<file path="config.mk">
export PLATFORM = sky130hd
export DESIGN_NAME = byte_stuffed_frame_deframer_core_flat
export DESIGN_NICKNAME = d
export VERILOG_FILES = /design/src/design/bsfd_pkg.sv /design/src/design/bsfd_intf.sv /design/src/design/byte_stuffed_frame_deframer_core.sv /design/src/flat_wrapper.sv
export SDC_FILE = /design/constraint.sdc
export NUM_CORES = 1
export LEC_CHECK = 0
export BUFFER_PORTS_ARGS = -buffer_cell sky130_fd_sc_hd__clkbuf_2
export CORE_MARGIN = 3
export CORE_UTILIZATION = 30
export CTS_CLUSTER_SIZE = 14
export DETAILED_ROUTE_END_ITERATION = 12
export PLACE_DENSITY = 0.5
export SLEW_MARGIN = 20
export SYNTH_ARGS = -nofsm -noshare
export SYNTH_HDL_FRONTEND = slang
export SYNTH_SLANG_ARGS = --single-unit
export TNS_END_PERCENT = 10
</file>
<file path="constraint.sdc">
create_clock -name clk -period 5.2 [get_ports clk]
set_clock_uncertainty 0.15 [all_clocks]
set_input_delay 0.26 -clock clk [delete_from_list [all_inputs] [get_ports clk]]
set_output_delay 0.26 -clock clk [all_outputs]
set_load 0.01 [all_outputs]
</file>
<file path="src/design/bsfd_pkg.sv">
// ----------------------------------------------------------------------------
// bsfd_pkg
// Shared types and constants for the byte-stuffed frame deframer.
// ----------------------------------------------------------------------------
package bsfd_pkg;

	// Frame size limit, counted in stored bytes including both framing bytes
	localparam int unsigned MAX_FRAME = 2048;
	localparam int unsigned CNT_W     = $clog2(MAX_FRAME + 1);

	// Fixed field widths
	localparam int unsigned BYTE_W    = 8;
	localparam int unsigned OFF_W     = 11;
	localparam int unsigned LEN_W     = 16;
	localparam int unsigned CFG_IDX_W = 8;

	// Width wide enough for both the count and header length plus overhead
	localparam int unsigned CMP_W = (CNT_W > LEN_W) ? CNT_W + 1 : LEN_W + 1;

	// Stored frame layout: positions within the frame
	localparam int unsigned POS_LEN_HI = 1;
	localparam int unsigned POS_LEN_LO = 2;
	localparam int unsigned POS_MSG_ID = 3;
	localparam int unsigned POS_PARAM  = 4;
	localparam int unsigned HDR_BYTES  = 5;
	// Leading framing byte, four header bytes, closing framing byte
	localparam int unsigned FRAME_OVERHEAD = 6;

	typedef logic [BYTE_W-1:0]    byte_t;
	typedef logic [OFF_W-1:0]     offset_t;
	typedef logic [LEN_W-1:0]     length_t;
	typedef logic [CNT_W-1:0]     count_t;
	typedef logic [CFG_IDX_W-1:0] cfg_index_t;

	// Result item kinds
	localparam logic KIND_DATA = 1'b0;
	localparam logic KIND_END  = 1'b1;

	// Configuration register indexes
	typedef enum logic [CFG_IDX_W-1:0] {
		REG_FRAMING_BYTE         = 8'd0,
		REG_ESCAPE_BYTE          = 8'd1,
		REG_ESCAPED_FRAMING_CODE = 8'd2,
		REG_ESCAPED_ESCAPE_CODE  = 8'd3
	} cfg_reg_t;

	// Register reset values
	localparam byte_t RST_FRAMING_BYTE         = 8'd126;
	localparam byte_t RST_ESCAPE_BYTE          = 8'd125;
	localparam byte_t RST_ESCAPED_FRAMING_CODE = 8'd94;
	localparam byte_t RST_ESCAPED_ESCAPE_CODE  = 8'd93;

	// Parser stage, one-hot
	typedef enum logic [3:0] {
		STG_IDLE = 4'b0001,
		STG_OPEN = 4'b0010,
		STG_ESC  = 4'b0100,
		STG_BODY = 4'b1000
	} stage_t;

endpackage

</file>
<file path="src/design/bsfd_intf.sv">
// ----------------------------------------------------------------------------
// bsfd channel interfaces
// Valid/ready channels for received bytes, result items and register writes.
// ----------------------------------------------------------------------------

// Received raw bytes
interface bsfd_rx_if;
	logic              valid;
	logic              ready;
	bsfd_pkg::byte_t   rx_byte;

	modport source (output valid, output rx_byte, input ready);
	modport sink   (input valid, input rx_byte, output ready);
endinterface

// Deframed result items
interface bsfd_res_if;
	logic              valid;
	logic              ready;
	logic              item_kind;
	bsfd_pkg::byte_t   payload_byte;
	bsfd_pkg::offset_t payload_offset;
	bsfd_pkg::byte_t   message_id;
	bsfd_pkg::byte_t   message_param;
	bsfd_pkg::length_t payload_length;
	logic              frame_ok;

	modport source (output valid, output item_kind, output payload_byte,
		output payload_offset, output message_id, output message_param,
		output payload_length, output frame_ok, input ready);
	modport sink (input valid, input item_kind, input payload_byte,
		input payload_offset, input message_id, input message_param,
		input payload_length, input frame_ok, output ready);
endinterface

// Register writes
interface bsfd_cfg_if;
	logic                 valid;
	logic                 ready;
	bsfd_pkg::cfg_index_t index;
	bsfd_pkg::byte_t      data;

	modport source (output valid, output index, output data, input ready);
	modport sink   (input valid, input index, input data, output ready);
endinterface

</file>
<file path="src/design/byte_stuffed_frame_deframer_core.sv">
// ----------------------------------------------------------------------------
// byte_stuffed_frame_deframer_core
// Unstuffs received serial bytes, parses the frame header and streams payload
// bytes out, with an end-of-frame verdict on every framing byte.
// ----------------------------------------------------------------------------
//
//  Channel | Dir | Content
//  --------+-----+-------------------------------------------------------------
//  rx      | in  | rx_byte, one raw byte per transaction
//  res     | out | item_kind, payload_byte/offset, header fields, frame_ok
//  cfg     | in  | index, data: framing, escape and escape code registers
//
// One byte per cycle sustained while res is ready. A received byte lands in
// an input register and goes through the parser into the result register,
// which drives res valid. The input register also acts as a skid stage: rx
// is taken while a result waits, and stalls only when both registers are full.
// Reset clears the parser to idle and loads the register defaults; no clearing
// pass. cfg is always ready.
//
module byte_stuffed_frame_deframer_core (
	input logic        clk,
	input logic        arst_n,
	bsfd_rx_if.sink    rx,
	bsfd_res_if.source res,
	bsfd_cfg_if.sink   cfg
);
	import bsfd_pkg::*;

	// Configuration registers
	byte_t framing_q, escape_q, esc_framing_q, esc_escape_q;

	// Input register
	logic  valid_s1;
	byte_t byte_s1;

	// Parser state
	stage_t  stage_q;
	count_t  cnt_q;
	length_t len_q;
	byte_t   id_q, param_q;

	// Result register
	logic    out_valid_q;
	logic    kind_q, ok_q;
	byte_t   obyte_q;
	offset_t off_q;
	byte_t   oid_q, oparam_q;
	length_t olen_q;

	logic advance;

	// Next-state and result of the parser
	stage_t  stage_n;
	count_t  cnt_n, cnt_inc, pos;
	length_t len_n;
	byte_t   id_n, param_n, val;
	logic    emit, kind_n, ok_n, take;
	byte_t   obyte_n;
	offset_t off_n;

	// Handshakes
	assign cfg.ready = 1'b1;
	assign advance   = valid_s1 && (!out_valid_q || res.ready);
	assign rx.ready  = !valid_s1 || advance;

	// Register writes
	always_ff @(posedge clk or negedge arst_n) begin
		if (!arst_n) begin
			framing_q     <= RST_FRAMING_BYTE;
			escape_q      <= RST_ESCAPE_BYTE;
			esc_framing_q <= RST_ESCAPED_FRAMING_CODE;
			esc_escape_q  <= RST_ESCAPED_ESCAPE_CODE;
		end else if (cfg.valid) begin
			case (cfg.index)
				REG_FRAMING_BYTE:         framing_q     <= cfg.data;
				REG_ESCAPE_BYTE:          escape_q      <= cfg.data;
				REG_ESCAPED_FRAMING_CODE: esc_framing_q <= cfg.data;
				REG_ESCAPED_ESCAPE_CODE:  esc_escape_q  <= cfg.data;
				default: ;
			endcase
		end
	end

	// Input register
	always_ff @(posedge clk or negedge arst_n) begin
		if (!arst_n) begin
			valid_s1 <= 1'b0;
		end else if (rx.ready) begin
			valid_s1 <= rx.valid;
		end
	end

	always_ff @(posedge clk) begin
		if (rx.valid && rx.ready) begin
			byte_s1 <= rx.rx_byte;
		end
	end

	// Parser: unstuffing, header capture, verdict
	always_comb begin
		stage_n = stage_q;
		cnt_n   = cnt_q;
		len_n   = len_q;
		id_n    = id_q;
		param_n = param_q;
		emit    = 1'b0;
		kind_n  = KIND_DATA;
		ok_n    = 1'b0;
		obyte_n = '0;
		off_n   = '0;
		take    = 1'b0;
		val     = byte_s1;
		cnt_inc = cnt_q + count_t'(1);
		pos     = (stage_q == STG_OPEN) ? cnt_inc : cnt_q;

		if (byte_s1 == framing_q) begin
			// Framing byte: close the frame, give the verdict, open the next
			emit    = 1'b1;
			kind_n  = KIND_END;
			ok_n    = (cnt_q < count_t'(MAX_FRAME))
				&& (cnt_inc >= count_t'(FRAME_OVERHEAD))
				&& (CMP_W'(cnt_inc) == CMP_W'(len_q) + CMP_W'(FRAME_OVERHEAD));
			stage_n = STG_OPEN;
			cnt_n   = '0;
			len_n   = '0;
			id_n    = '0;
			param_n = '0;
		end else if (stage_q != STG_IDLE && cnt_q < count_t'(MAX_FRAME)) begin
			if (stage_q == STG_ESC) begin
				// Unknown code: dropped, stay in escape
				if (byte_s1 == esc_framing_q) begin
					val  = framing_q;
					take = 1'b1;
				end else if (byte_s1 == esc_escape_q) begin
					val  = escape_q;
					take = 1'b1;
				end
			end else if (byte_s1 == escape_q) begin
				stage_n = STG_ESC;
				cnt_n   = pos;
			end else begin
				take = 1'b1;
			end

			if (take) begin
				// pos stays below the limit here, so the count never wraps
				cnt_n   = pos + count_t'(1);
				stage_n = STG_BODY;
				if (pos == count_t'(POS_LEN_HI)) begin
					len_n = {val, len_q[BYTE_W-1:0]};
				end else if (pos == count_t'(POS_LEN_LO)) begin
					len_n = {len_q[LEN_W-1:BYTE_W], val};
				end else if (pos == count_t'(POS_MSG_ID)) begin
					id_n = val;
				end else if (pos == count_t'(POS_PARAM)) begin
					param_n = val;
				end else if (pos >= count_t'(HDR_BYTES)) begin
					emit    = 1'b1;
					obyte_n = val;
					off_n   = offset_t'(pos - count_t'(HDR_BYTES));
				end
			end
		end
	end

	// Parser state
	always_ff @(posedge clk or negedge arst_n) begin
		if (!arst_n) begin
			stage_q <= STG_IDLE;
			cnt_q   <= '0;
			len_q   <= '0;
			id_q    <= '0;
			param_q <= '0;
		end else if (advance) begin
			stage_q <= stage_n;
			cnt_q   <= cnt_n;
			len_q   <= len_n;
			id_q    <= id_n;
			param_q <= param_n;
		end
	end

	// Result register
	always_ff @(posedge clk or negedge arst_n) begin
		if (!arst_n) begin
			out_valid_q <= 1'b0;
		end else if (advance) begin
			out_valid_q <= emit;
		end else if (res.ready) begin
			out_valid_q <= 1'b0;
		end
	end

	always_ff @(posedge clk) begin
		if (advance && emit) begin
			kind_q   <= kind_n;
			obyte_q  <= obyte_n;
			off_q    <= off_n;
			oid_q    <= id_q;
			oparam_q <= param_q;
			olen_q   <= len_q;
			ok_q     <= ok_n;
		end
	end

	assign res.valid          = out_valid_q;
	assign res.item_kind      = kind_q;
	assign res.payload_byte   = obyte_q;
	assign res.payload_offset = off_q;
	assign res.message_id     = oid_q;
	assign res.message_param  = oparam_q;
	assign res.payload_length = olen_q;
	assign res.frame_ok       = ok_q;

`ifndef NO_ASSERTIONS
	// The stored count stays within the frame limit
	a_cnt_limit: assert property (@(posedge clk) disable iff (!arst_n)
		cnt_q <= count_t'(MAX_FRAME))
		else $error("stored count above frame limit");

	// Nothing is counted before the first framing byte
	a_idle_empty: assert property (@(posedge clk) disable iff (!arst_n)
		stage_q == STG_IDLE |-> cnt_q == '0 && len_q == '0)
		else $error("idle parser holds frame state");

	// A good verdict is only ever given on an end item
	a_ok_end: assert property (@(posedge clk) disable iff (!arst_n)
		out_valid_q && ok_q |-> kind_q == KIND_END)
		else $error("frame_ok set on a payload item");

	// A framing byte always opens a new frame with cleared header
	a_frame_open: assert property (@(posedge clk) disable iff (!arst_n)
		advance && byte_s1 == framing_q |=> stage_q == STG_OPEN && cnt_q == '0
			&& out_valid_q && kind_q == KIND_END)
		else $error("framing byte did not restart the frame");
`endif

endmodule

</file>
<file path="src/flat_wrapper.sv">
// flat-port wrapper written by rule: the top's interface ports become plain ports
module byte_stuffed_frame_deframer_core_flat import bsfd_pkg::*;
  (clk, arst_n, rx_valid, rx_rx_byte, rx_ready, res_valid, res_item_kind, res_payload_byte, res_payload_offset, res_message_id, res_message_param, res_payload_length, res_frame_ok, res_ready, cfg_valid, cfg_index, cfg_data, cfg_ready);
  bsfd_rx_if rx_i ();
  bsfd_res_if res_i ();
  bsfd_cfg_if cfg_i ();
  input logic clk;
  input logic arst_n;
  input wire logic [$bits(rx_i.valid)-1:0] rx_valid;
  input wire logic [$bits(rx_i.rx_byte)-1:0] rx_rx_byte;
  output wire logic [$bits(rx_i.ready)-1:0] rx_ready;
  output wire logic [$bits(res_i.valid)-1:0] res_valid;
  output wire logic [$bits(res_i.item_kind)-1:0] res_item_kind;
  output wire logic [$bits(res_i.payload_byte)-1:0] res_payload_byte;
  output wire logic [$bits(res_i.payload_offset)-1:0] res_payload_offset;
  output wire logic [$bits(res_i.message_id)-1:0] res_message_id;
  output wire logic [$bits(res_i.message_param)-1:0] res_message_param;
  output wire logic [$bits(res_i.payload_length)-1:0] res_payload_length;
  output wire logic [$bits(res_i.frame_ok)-1:0] res_frame_ok;
  input wire logic [$bits(res_i.ready)-1:0] res_ready;
  input wire logic [$bits(cfg_i.valid)-1:0] cfg_valid;
  input wire logic [$bits(cfg_i.index)-1:0] cfg_index;
  input wire logic [$bits(cfg_i.data)-1:0] cfg_data;
  output wire logic [$bits(cfg_i.ready)-1:0] cfg_ready;
  assign rx_i.valid = rx_valid;
  assign rx_i.rx_byte = rx_rx_byte;
  assign rx_ready = rx_i.ready;
  assign res_valid = res_i.valid;
  assign res_item_kind = res_i.item_kind;
  assign res_payload_byte = res_i.payload_byte;
  assign res_payload_offset = res_i.payload_offset;
  assign res_message_id = res_i.message_id;
  assign res_message_param = res_i.message_param;
  assign res_payload_length = res_i.payload_length;
  assign res_frame_ok = res_i.frame_ok;
  assign res_i.ready = res_ready;
  assign cfg_i.valid = cfg_valid;
  assign cfg_i.index = cfg_index;
  assign cfg_i.data = cfg_data;
  assign cfg_ready = cfg_i.ready;
  byte_stuffed_frame_deframer_core u_core (.clk(clk), .arst_n(arst_n), .rx(rx_i), .res(res_i), .cfg(cfg_i));
endmodule
</file>
After elaboration in Yosys (flattened, before gate mapping) --
Cells that the tools add are included.
Storage, ports and cells: output and inout port bits 56, input bits 29, logic and storage cells 127, register bits 143
Operators by class: bitwise gates (word level) 3, add/subtract/negate cells 4, eq/ne operators 19, reductions and logical operators 29, mux-type cells 49, $lt $le $gt $ge 3
Operators by type and width (number):
- two-way mux 8 bit | 17
- two-way mux 12 bit | 6
- two-way mux 16 bit | 4
- equality test 8 bit | 4
- adder 12 x 1 -> 12 bit, second input constant | 2
- equality test 12 x 2 -> 1 bit, second input constant | 2
- greater-or-equal comparator 12 x 3 -> 1 bit, second input constant | 2
- two-way mux 4 bit | 5
- adder 16 x 3 -> 17 bit, second input constant | 1
- equality test 12 x 17 -> 1 bit | 1
- two-way mux 1 bit | 17
- equality test 8 x 2 -> 1 bit, second input constant | 2
- nonzero test 2 bit | 7
- equality test 12 x 1 -> 1 bit, second input constant | 1
- equality test 12 x 3 -> 1 bit, second input constant | 1
- < comparator 12 bit, second input constant | 1
- subtractor 11 x 3 -> 11 bit, second input constant | 1
- equality test 8 x 1 -> 1 bit, second input constant | 1
- zero test 8 bit | 1
- AND reduction 2 bit | 4
- AND reduction 4 bit | 2
- OR reduction 8 bit | 1
- AND reduction 7 bit | 1
- logical AND 1 bit | 6
- 11 further kinds | 17

Logic depth before layout (Yosys ltp) --
Gate-level depths: netlist of the first run.
depth in word-level cells 12, mapped depth 11, mapped depth without buffers 11

Least setup slack after synthesis of the first run --
OpenSTA, ideal clock, no wires.
path kind register to register, start register u_core.stage_q[3], end register u_core.ok_q, in the netlist u_core.res.frame_ok, enable pin, arrival time 5019 ps, setup time 481 ps, cell stages (with the launch flop) 11, clock period less this slack 5651 ps, required time 4569 ps, buffers on the path 2, path slack -451 ps, cells stage by stage dfrtp_1 -> or4b_1 -> buf_2 -> xnor2_1 -> inv_1 -> ha_1 -> nor2b_1 -> nor3_1 -> o311ai_1 -> buf_2 -> a21oi_1
On the way: word-level cells in the longest chain between the ends 12, elaborated cells on any way between the ends 22, those cells by class 1 x order compare; 7 x eq/ne; 12 x mux; 2 x reduce/logical
Ends and longest elaborated chain:
- from (decl) | RTL line byte_stuffed_frame_deframer_core.sv:37 | stage_t stage_q;
- from (signal assigned) | RTL line byte_stuffed_frame_deframer_core.sv:175 | stage_q <= stage_n;
- equality test 4 x 2 -> 1 bit | RTL line byte_stuffed_frame_deframer_core.sv:114 | pos = (stage_q == STG_OPEN) ? cnt_inc : cnt_q;
- two-way mux 12 bit | RTL line byte_stuffed_frame_deframer_core.sv:114
- greater-or-equal comparator 12 x 3 -> 1 bit | RTL line byte_stuffed_frame_deframer_core.sv:157 | end else if (pos >= count_t'(HDR_BYTES)) begin
- two-way mux 1 bit | RTL line byte_stuffed_frame_deframer_core.sv:157
- two-way mux 1 bit | RTL line byte_stuffed_frame_deframer_core.sv:155 | end else if (pos == count_t'(POS_PARAM)) begin
- two-way mux 1 bit | RTL line byte_stuffed_frame_deframer_core.sv:153 | end else if (pos == count_t'(POS_MSG_ID)) begin
- two-way mux 1 bit | RTL line byte_stuffed_frame_deframer_core.sv:151 | end else if (pos == count_t'(POS_LEN_LO)) begin
- two-way mux 1 bit | RTL line byte_stuffed_frame_deframer_core.sv:149 | if (pos == count_t'(POS_LEN_HI)) begin
- two-way mux 1 bit | RTL line byte_stuffed_frame_deframer_core.sv:145 | if (take) begin
- two-way mux 1 bit * | RTL line byte_stuffed_frame_deframer_core.sv:128 | end else if (stage_q != STG_IDLE && cnt_q < count_t'(MAX_FRAME)) begin
- two-way mux 1 bit * | RTL line byte_stuffed_frame_deframer_core.sv:116 | if (byte_s1 == framing_q) begin
- logical AND 1 bit * | RTL line byte_stuffed_frame_deframer_core.sv:195 | if (advance && emit) begin
- to (signal assigned) | RTL line byte_stuffed_frame_deframer_core.sv:202 | ok_q <= ok_n;
- to (decl) | RTL line byte_stuffed_frame_deframer_core.sv:44 | logic kind_q, ok_q;
Every way passes the cells marked *; elsewhere a longest branch is shown, timed or not. The select of a mux whose other input is x is not followed. A chain may end at the register's enable or synchronous reset.

Worst setup path after layout of the first run --
start register u_core.stage_q[3], end register u_core.olen_q[5], in the netlist u_core.res.payload_length[5], enable pin
On the way: word-level cells in the longest chain between the ends 12, elaborated cells on any way between the ends 22, those cells by class 1 x order compare; 7 x eq/ne; 12 x mux; 2 x reduce/logical
Ends and longest elaborated chain:
- equality test 4 x 2 -> 1 bit | RTL line byte_stuffed_frame_deframer_core.sv:114
- two-way mux 12 bit | RTL line byte_stuffed_frame_deframer_core.sv:114
- greater-or-equal comparator 12 x 3 -> 1 bit | RTL line byte_stuffed_frame_deframer_core.sv:157
- two-way mux 1 bit | RTL line byte_stuffed_frame_deframer_core.sv:157
- two-way mux 1 bit | RTL line byte_stuffed_frame_deframer_core.sv:155
- two-way mux 1 bit | RTL line byte_stuffed_frame_deframer_core.sv:153
- two-way mux 1 bit | RTL line byte_stuffed_frame_deframer_core.sv:151
- two-way mux 1 bit | RTL line byte_stuffed_frame_deframer_core.sv:149
- two-way mux 1 bit | RTL line byte_stuffed_frame_deframer_core.sv:145
- two-way mux 1 bit * | RTL line byte_stuffed_frame_deframer_core.sv:128
- two-way mux 1 bit * | RTL line byte_stuffed_frame_deframer_core.sv:116
- logical AND 1 bit * | RTL line byte_stuffed_frame_deframer_core.sv:195
- to (signal assigned) | RTL line byte_stuffed_frame_deframer_core.sv:201 | olen_q <= len_q;
- to (decl) | RTL line byte_stuffed_frame_deframer_core.sv:48 | length_t olen_q;
Marks and branches as above.

==> impl_metrics.py, run 1 <==
metrics = {
    "power_and_ir_drop": {
        "irDropWorstVdd_v": 0.000192,
        "powerDensity_nw_per_um2": 433,
        "p_leak_nw": 3.47,
    },
    "placed_design": {
        "portBuffers": 83,
        "gp_congestion": 0.871,
        "dp_hpwl_um": 13300,
        "dp_slack_ns": 1.01,
    },
    "timing": {
        "max_clock_freq_mhz": 240,
        "rsz0062_at_grt": "no",
        "fin_ws_ns": 1.03,
        "fin_crit_ns": 4.17,
        "hold_violations": 0,
        "maxSlewViolCount": 0,
        "finalSetupViolCount": 0,
        "min_period_over_period_pct": 80.2,
        "fin_setup_tns_ns": 0,
        "slew_headroom_pct": 27.6,
        "worst_pin_slew_ns": 1.09,
    },
    "final_layout": {
        "drive_gt1_share_pct": 25.3,
        "nNetsFinal": 750,
        "fin_util_pct": 37.0,
        "nFillCells": 2310,
        "area_growth_pct": 20.6,
        "antennaDiodeCount": 0,
    },
    "worst_setup_path": {
        "reg2reg_from": "u_core.stage_q[3]$_DFFE_PN0P_",
        "critPathKind": "flop to flop",
        "slowest_stage": "or4b_1",
        "worst_r2r_path_depth": 9,
        "cp-end-kind": "flop",
        "cp_data_arrival_time_ns": 4.12,
        "slowest_delay_ns": 0.77,
        "rrSetupSlack_ns": 1.03,
        "crit_required_ns": 5.14,
        "r2r_end": "u_core.res.payload_length[5]$_DFFE_PP_",
        "worstPathCellList": "or4b_1, xnor2_1, inv_1, ha_1, nor2b_1, nor3_1, o311ai_1, a21oi_4, buf_4",
        "critPathMaxFanout": 24,
        "start_kind": "flop",
    },
    "floorplanning": {
        "initial_utilization_pct": 30.7,
        "coreArea_um2": 23600,
        "die_area_um2": 26000,
        "num_io_pins": 85,
        "die_height_um": 161,
        "die-width_um": 161,
        "rows": 56,
    },
    "synth": {
        "ys_seq_area_share_pct": 54.0,
        "ys_ff_latch": 143,
        "synth_top_area_share_pct": 25.3,
        "synthArstFlopShare_pct": 57.3,
        "synth_cells": 620,
        "synth_edf_count": 61,
        "synth.distinct_cells": 62,
        "syn_area_um2": 7240,
        "yosysWarnings": 0,
        "syn-num-nets": 657,
        "synth_ff_type": "edfxtp_1",
        "yosysTopAreaCell": "edfxtp_1",
        "synth_area_leaders": "edfxtp_1, dfrtp_1, xnor2_1",
        "synth_area_per_cell_um2": 11.7,
    },
    "routing": {
        "first_pass_iters": 7,
        "drt_iter0_markers": 342,
        "viasPerCell": 5.02,
        "wl_per_cell_um": 17.5,
        "drc_errors": 0,
        "routed_wirelength_um": 18300,
        "vias": 5246,
        "postRouteAntennaNets": 0,
    },
    "clock_tree": {
        "cts_resized": 0,
        "cts-root-buf": "clkbuf_16",
        "cts.clk_slew.worst_paths_ns": 0.06,
        "cts.sinks": 143,
        "cts_tree": "built",
        "clockBufferDepth": 2,
        "htreeDepth": 4,
        "clk_latency_ns": 0.42,
        "numCtsBuffers": 17,
    },
    "min_path": {
        "hold_end": "u_core.res.valid$_DFFE_PN0P_",
        "worst_hold_startpoint": "res_ready",
        "hp-class": "input port to flop",
        "hold_depth": 3,
    },
    "job": {
        "cap_viol_max_count": 0,
    },
    "global_route": {
        "grt_usage_pct": 14.4,
        "antenna_found_initial": 0,
        "grt_pass1_vias": 5445,
        "grt.overflow.total": 0,
        "grt_max_degree": 83,
        "grt_first_pass_wirelength_um": 29700,
    },
    "status": {
        "status": "complete, no violations",
    },
}
-- repair_timing --
action / in CTS / in global routing
buffers inserted: 0 / 0
endpoints found under the hold margin: 97 / 0
hold buffers: 18 / 0
-- cells by family (layout without fill, tap and decap cells) --
family | after synthesis | in the layout | synth area share [%]
simple gates | 175 | 175 | 13.1
fa+ha+maj | 8 | 8 | 1.38
compound gates | 114 | 114 | 11.6
mux | 41 | 41 | 6.22
buf+inv | 46 | 152 | 2.49
xor+xnor | 92 | 92 | 11.1
flops | 143 | 143 | 54.0
other cells | 1 | 1 | 0.0518
-- placed cells by master (no fill, tap or decap), types with 7 or more instances in the layout --
cell and instances:
dfrtp_1 59, dfstp_2 23, dlygate4sd3_1 18, inv_1 13, clkbuf_2 82, a311o_1 7
nand4_1 14, xor2_1 20, xnor2_1 72, ha_1 8, clkbuf_16 17, nor4_1 13
a21oi_1 20, o21ai_0 11, nand3_1 14, mux2_2 32, mux2i_1 9, edfxtp_1 61
nor2_1 39, o2bb2ai_1 31, and3_1 7, nor3_1 13, nand2_1 39
-- worst max-delay path by stage --
stage	to	slack, ns	start
detailed placement	u_core.res.message_param[4]$_DFFE_PP_	1.01	u_core.stage_q[3]$_DFFE_PN0P_
CTS	u_core.res.payload_length[5]$_DFFE_PP_	0.99	u_core.stage_q[3]$_DFFE_PN0P_
global placement	u_core.res.payload_length[5]$_DFFE_PP_	1.20	u_core.stage_q[3]$_DFFE_PN0P_
floorplan	u_core.res.frame_ok$_SDFFCE_PN0P_	0.74	u_core.stage_q[3]$_DFFE_PN0P_
finish	u_core.res.payload_length[5]$_DFFE_PP_	1.03	u_core.stage_q[3]$_DFFE_PN0P_
global route	u_core.res.payload_length[5]$_DFFE_PP_	0.72	u_core.stage_q[3]$_DFFE_PN0P_
-- worst max-delay path, delay by kind of cell, from the launching register on --
kind | cells | cell delay [ns]
AND/OR/NAND/NOR | 3 | 1.04
flip-flops | 1 | 0.43
AO/OA/AOI/OAI | 2 | 0.81
XOR/XNOR | 1 | 0.46
buffers and inverters | 2 | 0.64
adder cells (fa/ha/maj) | 1 | 0.30
-- where the power goes --
group          leakage, nW  switching, mW  internal [mW]  total [mW]
clock network        0.281          0.469          0.722        1.19
registers             1.63          0.166           1.43        1.60
logic                 1.56          0.596          0.396       0.992
-- flip-flops by register name (all words and copies together), names as in the netlist --
| name | count |
|---|---|
| u_core.framing_q | 8 |
| u_core.res.payload_byte | 8 |
| u_core.res.payload_offset | 11 |
| u_core.res.frame_ok | 1 |
| u_core.res.valid | 1 |
| u_core.len_q | 16 |
| u_core.byte_s1 | 8 |
| u_core.id_q | 8 |
| u_core.escape_q | 8 |
| u_core.res.message_param | 8 |
| u_core.res.message_id | 8 |
| u_core.esc_escape_q | 8 |
| u_core.esc_framing_q | 8 |
| u_core.valid_s1 | 1 |
| u_core.res.payload_length | 16 |
| u_core.res.item_kind | 1 |
| u_core.cnt_q | 12 |
| u_core.stage_q | 4 |
| u_core.param_q | 8 |
-- stage by stage --
step	power [mW]	hold WS, ns	cell area [um^2]	std cells
floorplan	2.25	-0.186	7240	620
global placement	2.58	0.286	7980	995
detailed placement	2.61	0.288	7980	995
CTS	3.82	0.0197	8730	1045
global route	3.99	0.0530	8730	1045
finish	3.78	0.0293	8730	1045
-- final cells by class --
type                    instances  area (um^2)  area share (%)
repair buffers                107          647            7.41
clock buffers                  23          458            5.24
flip-flops and latches        143         3910            44.8
inverters                      13         48.8           0.559
well taps                     319          399            4.57
clock inverters                 9          110            1.26
multi-input cells             431         3160            36.2
-- Yosys cell counts (14+ instances only) --
master	number
a21oi_1	21
clkbuf_1	24
dfrtp_1	59
dfstp_2	23
edfxtp_1	61
mux2_2	32
nand2_1	39
nand3_1	14
nand4_1	14
nor2_1	39
o2bb2ai_1	31
xnor2_1	72
xor2_1	20
-- per-layer routing --
| layer | share of wire (%) | track usage, % |
|---|---|---|
| met1 | 46 | 18.9 |
| met2 | 48 | 23.8 |
| met3 | 3.4 | 2.56 |
| met4 | 2.6 | 5.87 |
| met5 | 0 | 0 |
No activity file was read; power rests on OpenSTA's default activity.
==> inputs of run 2 (changes only) <==
==> constraint.sdc (replaced) <==
create_clock -name clk -period 3.47 [get_ports clk]
set_clock_uncertainty 0.15 [all_clocks]
set_input_delay 0.1735 -clock clk [delete_from_list [all_inputs] [get_ports clk]]
set_output_delay 0.1735 -clock clk [all_outputs]
set_load 0.01 [all_outputs]
==> run 2 against run 1 <==
  * Worst setup slack lost 0.85 ns
  * Sequential share of layout area shrank 1.4 points
  * Die area is the same
  * Clock-buffer cell count shrank 4
  * Power grew 56%
  * Cell count grew 2.4%
  * Critical path depth shrank 1
  * Highest routed layer unchanged
  * Largest cell class unchanged
  * Hold slack gained 0.075 ns
  * Fmax grew 27%
  * Register-to-register slack lost 0.85 ns
  * Routed wire length grew 0.99%
  * Global-route usage grew 0.080 points
==> impl_metrics.py, run 2 (same netlist as run 1, synthesis figures left out) <==
metrics = {
    "status": {
        "status": "complete, no violations",
    },
    "timing": {
        "hold_ws_ns": 0.104,
        "finalSetupViolCount": 0,
        "fin_setup_tns_ns": 0,
        "min_period_over_period_pct": 94.8,
        "rsz0062_at_grt": "yes",
        "slew_headroom_pct": 40.6,
        "hold_violations": 0,
        "max_clock_freq_mhz": 304,
        "maxSlewViolCount": 0,
        "worst_pin_slew_ns": 0.891,
        "fin_crit_ns": 3.29,
    },
    "routing": {
        "viasPerCell": 4.99,
        "vias": 5342,
        "drc_errors": 0,
        "wl_per_cell_um": 17.3,
        "first_pass_iters": 5,
        "postRouteAntennaNets": 0,
        "routed_wirelength_um": 18500,
        "drt_iter0_markers": 412,
    },
    "worst_setup_path": {
        "start_kind": "flop",
        "cp-end-kind": "flop",
        "critPathMaxFanout": 13,
        "critPathTopFamily": "simple AND/OR/NAND/NOR gates",
        "slowest_stage": "or4b_4",
        "critPathKind": "flop to flop",
        "cp_data_arrival_time_ns": 3.48,
        "slowest_delay_ns": 0.66,
        "worstPathCellList": "or4b_4, or4_1, o211ai_2, nand4_2, buf_4, nor4b_2, nand2_1, o2bb2ai_1",
        "path_buf_inv": 1,
        "crit_required_ns": 3.66,
    },
    "clock_tree": {
        "post-cts-setup-buffers": 0,
        "clockBufferDepth": 2,
        "numCtsBuffers": 17,
        "clk_latency_ns": 0.42,
        "htreeDepth": 4,
        "cts.sinks": 143,
        "cts_tree": "built",
        "cts-root-buf": "clkbuf_16",
        "cts.clk_slew.worst_paths_ns": 0.06,
    },
    "global_route": {
        "grt_max_degree": 83,
        "antenna_found_initial": 0,
        "grt_first_pass_wirelength_um": 29700,
        "grt.overflow.total": 0,
        "grt_pass1_vias": 5395,
        "grt_usage_pct": 14.5,
    },
    "floorplanning": {
        "num_io_pins": 85,
        "die_area_um2": 26000,
        "initial_utilization_pct": 30.7,
        "coreArea_um2": 23600,
        "die-width_um": 161,
        "die_height_um": 161,
        "rows": 56,
    },
    "placed_design": {
        "dp_hpwl_um": 13600,
        "gp_congestion": 0.834,
        "portBuffers": 83,
    },
    "power_and_ir_drop": {
        "netSwitchingFraction_pct": 33.2,
        "irDropWorstVdd_v": 0.000366,
        "p_int_mw": 3.94,
        "clockPowerShare_pct": 31.4,
        "power_mw": 5.89,
        "p_comb_share_pct": 28.7,
        "powerDensity_nw_per_um2": 654,
        "switching_power_mw": 1.96,
        "p_leak_nw": 3.62,
        "pwr-share-seq_pct": 39.9,
    },
    "final_layout": {
        "nNetsFinal": 775,
        "area_growth_pct": 24.5,
        "drive_gt1_share_pct": 28.9,
        "final_common_cell": "clkbuf_2",
        "most-common-layout-cells": "clkbuf_2, xnor2_1, edfxtp_1",
        "antennaDiodeCount": 0,
    },
    "job": {
        "cap_viol_max_count": 0,
    },
    "min_path": {
        "hp-class": "input port to flop",
    },
}
-- run 2: changes by cell type in the layout (fill, tap and decap cells not counted), sizes merged --
cell | before | now
dlygate4sd3 | 18 | 20
clkinvlp | 0 | 2
buf | 7 | 30
clkinv | 3 | 5
clkbuf | 105 | 101
-- run 2: metal layers --
| metal | vias up | track usage, % | wire length (um) |
|---|---|---|---|
| li1 | 2517 | - | - |
| met1 | 2642 | 18.3 | 7910 |
| met2 | 159 | 25.3 | 9490 |
| met3 | 24 | 2.98 | 803 |
| met4 | 0 | 4.15 | 292 |
| met5 | - | 0 | 0 |
-- run 2: timing repair --
item                                    4_1_cts  5_1_grt
endpoints found under the setup margin        0       17
endpoints found under the hold margin       101        0
hold buffers                                 20        0
resized for setup                             0        3
-- run 2: worst min-delay path: stages --
cell	delay, ns
clkbuf_2	0.12
nor3b_2	0.11
mux2_2	0.24
-- run 2: cell type report --
class | count | area (um^2)
Sequential cell | 143 | 3910
Clock inverter | 13 | 153
Fill cell | 2264 | 14600
Inverter | 13 | 48.8
Clock buffer | 19 | 443
Tap cell | 319 | 399
Multi-Input combinational cell | 431 | 3210
Timing Repair Buffer | 132 | 852
-- run 2: power by group through the flow --
stage	registers (mW)	logic [mW]	clock network, mW
final	2.35	1.69	1.85
after global routing	2.39	1.87	1.97
after CTS	2.35	1.70	1.89
after detailed placement	2.39	1.68	0
after global placement	2.37	1.65	0
after floorplan	2.39	1.02	0
-- run 2: final timing paths --
check / startpoint / end / slack (ns) / cells past startpoint
worst max-delay path: u_core.stage_q[3]$_DFFE_PN0P_ / u_core.len_q[2]$_DFFE_PN0P_ / 0.18 / 8
worst min-delay path: cfg_index[0] / u_core.framing_q[5]$_DFFE_PN1P_ / 0.10 / 3
worst max register to register: u_core.stage_q[3]$_DFFE_PN0P_ / u_core.len_q[2]$_DFFE_PN0P_ / 0.18 / 8
worst min register to register: u_core.id_q[7]$_DFFE_PN0P_ / u_core.res.message_id[7]$_DFFE_PP_ / 0.31 / 0
max in group asynchronous: arst_n / u_core.len_q[6]$_DFFE_PN0P_ / 2.43 / 2
min in group asynchronous: arst_n / u_core.esc_escape_q[1]$_DFFE_PN0P_ / 0.22 / 2
-- run 2: stage by stage --
step	cell area (um^2)	instances	utilization (%)	setup WS [ns]
CTS	9000	1070	38.1	0.0486
global placement	8210	1018	34.7	0.133
global route	9010	1070	38.2	-0.0160
detailed placement	8210	1018	34.7	0.0738
floorplan	7300	620	-	-0.125
finish	9010	1070	38.2	0.181
==> inputs of run 3 (changes only) <==
--- a/config.mk
+++ b/config.mk
@@ -10,7 +10,6 @@
 export CORE_UTILIZATION = 30
 export CTS_CLUSTER_SIZE = 14
 export DETAILED_ROUTE_END_ITERATION = 12
-export PLACE_DENSITY = 0.5
 export SLEW_MARGIN = 20
 export SYNTH_ARGS = -nofsm -noshare
 export SYNTH_HDL_FRONTEND = slang
==> constraint.sdc (replaced) <==
create_clock -name clk -period 3.9 [get_ports clk]
set_clock_uncertainty 0.15 [all_clocks]
set_input_delay 0.195 -clock clk [delete_from_list [all_inputs] [get_ports clk]]
set_output_delay 0.195 -clock clk [all_outputs]
set_load 0.01 [all_outputs]
==> run 3 against run 2 <==
  * Clock-buffer cell count fell by 2
  * Combinational power down 17%
  * Critical endpoint is now u_core.res.payload_offset[2]$_SDFFCE_PP0P_
  * Routed wire length is 4.9% lower
==> impl_metrics.py, run 3 (same netlist as run 1, synthesis figures left out) <==
metrics = {
    "status": {
        "status": "complete, no violations",
    },
    "routing": {
        "wl_per_cell_um": 16.6,
        "postRouteAntennaNets": 0,
        "drt_iter0_markers": 345,
        "first_pass_iters": 4,
        "viasPerCell": 4.93,
        "vias": 5232,
        "routed_wirelength_um": 17600,
        "drc_errors": 0,
    },
    "timing": {
        "hold_violations": 0,
        "rsz0062_at_grt": "no",
        "fin_setup_tns_ns": 0,
        "finalSetupViolCount": 0,
        "min_period_over_period_pct": 91.8,
        "fin_crit_ns": 3.58,
        "maxSlewViolCount": 0,
        "max_clock_freq_mhz": 279,
        "fin_ws_ns": 0.318,
        "slew_headroom_pct": 52.1,
        "worst_pin_slew_ns": 0.716,
    },
    "worst_setup_path": {
        "reg2reg_from": "u_core.stage_q[3]$_DFFE_PN0P_",
        "critPathMaxFanout": 13,
        "start_kind": "flop",
        "critPathKind": "flop to flop",
        "cp-end-kind": "flop",
        "cp_data_arrival_time_ns": 3.60,
        "crit_required_ns": 3.92,
        "startpoint": "u_core.stage_q[3]$_DFFE_PN0P_",
    },
    "final_layout": {
        "area_growth_pct": 22.3,
        "drive_gt1_share_pct": 27.3,
        "antennaDiodeCount": 0,
        "nFillCells": 2324,
        "fin_cells": 1062,
        "finalInstanceArea_um2": 8850,
        "fin_util_pct": 37.5,
        "final_common_cell": "clkbuf_2",
        "nNetsFinal": 767,
        "most-common-layout-cells": "clkbuf_2, xnor2_1, edfxtp_1",
    },
    "min_path": {
        "worst_hold_startpoint": "cfg_index[0]",
        "hp-class": "input port to flop",
    },
    "clock_tree": {
        "htreeDepth": 4,
        "clockBufferDepth": 2,
        "post-cts-setup-buffers": 0,
        "cts-root-buf": "clkbuf_16",
        "cts.sinks": 143,
        "numCtsBuffers": 17,
        "cts.clk_slew.worst_paths_ns": 0.06,
        "cts_tree": "built",
        "clk_latency_ns": 0.43,
    },
    "placed_design": {
        "dp_slack_ns": 0.191,
        "gp_congestion": 0.846,
        "dp_hpwl_um": 12900,
        "dpl_cell_area_um2": 8110,
        "post-place-cells": 1010,
        "portBuffers": 83,
    },
    "floorplanning": {
        "num_io_pins": 85,
        "die_height_um": 161,
        "die-width_um": 161,
        "die_area_um2": 26000,
        "initial_utilization_pct": 30.7,
        "coreArea_um2": 23600,
        "rows": 56,
    },
    "global_route": {
        "grt_first_pass_wirelength_um": 28300,
        "grt.overflow.total": 0,
        "antenna_found_initial": 0,
        "grt_max_degree": 54,
        "grt_usage_pct": 13.7,
        "grt_pass1_vias": 5192,
    },
    "job": {
        "cap_viol_max_count": 0,
    },
    "power_and_ir_drop": {
        "p_leak_nw": 3.54,
        "powerDensity_nw_per_um2": 565,
        "irDropWorstVdd_v": 0.000295,
    },
}
-- run 3: cell types whose count changed in the layout (fill, tap and decap cells not counted), sizes merged --
cell	previous run	this run
buf	30	22
clkinvlp	2	1
bufinv	2	0
clkinv	5	9
inv	17	18
clkbuf	101	99
-- run 3: worst max-delay path, cell delays in order (launching register included) --
cell	delay [ns]
dfrtp_1	0.43
or4b_1	0.76
nor4_1	0.40
xnor2_1	0.34
nand4_2	0.31
o311ai_1	0.33
buf_4	0.24
nand2b_2	0.28
nor2_1	0.08
-- run 3: timing repair --
| action | 4_1_cts | 5_1_grt |
|---|---|---|
| hold buffers | 20 | 0 |
| endpoints found under the setup margin | 0 | 11 |
| resized for setup | 0 | 2 |
| hold endpoints to repair | 83 | 0 |
-- run 3: worst paths after layout --
path	to	slack [ns]	depth (start not counted)
worst max-delay path	u_core.res.payload_offset[2]$_SDFFCE_PP0P_	0.32	8
worst min-delay path	u_core.framing_q[4]$_DFFE_PN1P_	0.11	3
worst max register to register	u_core.res.payload_offset[2]$_SDFFCE_PP0P_	0.32	8
worst min register to register	u_core.res.message_param[3]$_DFFE_PP_	0.30	0
max in group asynchronous	u_core.escape_q[6]$_DFFE_PN1P_	2.49	3
min in group asynchronous	u_core.esc_escape_q[5]$_DFFE_PN0P_	0.21	2
-- run 3: stage by stage --
step | hold slack, ns | power (mW)
after global placement | 0.137 | 3.52
after detailed placement | 0.145 | 3.53
after global routing | 0.133 | 5.31
final | 0.114 | 5.01
after floorplan | -0.251 | 3.00
after CTS | 0.101 | 5.07
-- run 3: layout make-up --
class | count | area, um^2 | area share (%)
Clock buffer | 17 | 425 | 4.80
Tap cell | 319 | 399 | 4.51
Timing Repair Buffer | 124 | 788 | 8.90
Inverter | 13 | 48.8 | 0.551
Sequential cell | 143 | 3910 | 44.2
Multi-Input combinational cell | 431 | 3170 | 35.8
Clock inverter | 15 | 114 | 1.29
-- run 3: layer usage --
layer	up-vias	track usage [%]	part of all wire, %	wire length, um
met1	2572	17.9	45	7900
met5	-	0	0	0
met3	27	3.23	4.0	701
met4	0	3.95	1.7	300
met2	128	22.9	49	8680
li1	2505	-	-	-
-- run 3: power by group --
part	leakage [nW]	internal, mW	switching [mW]
Combinational	1.64	0.580	0.828
Clock	0.263	0.821	0.675
Sequential	1.63	1.91	0.197
Total	3.54	3.31	1.70
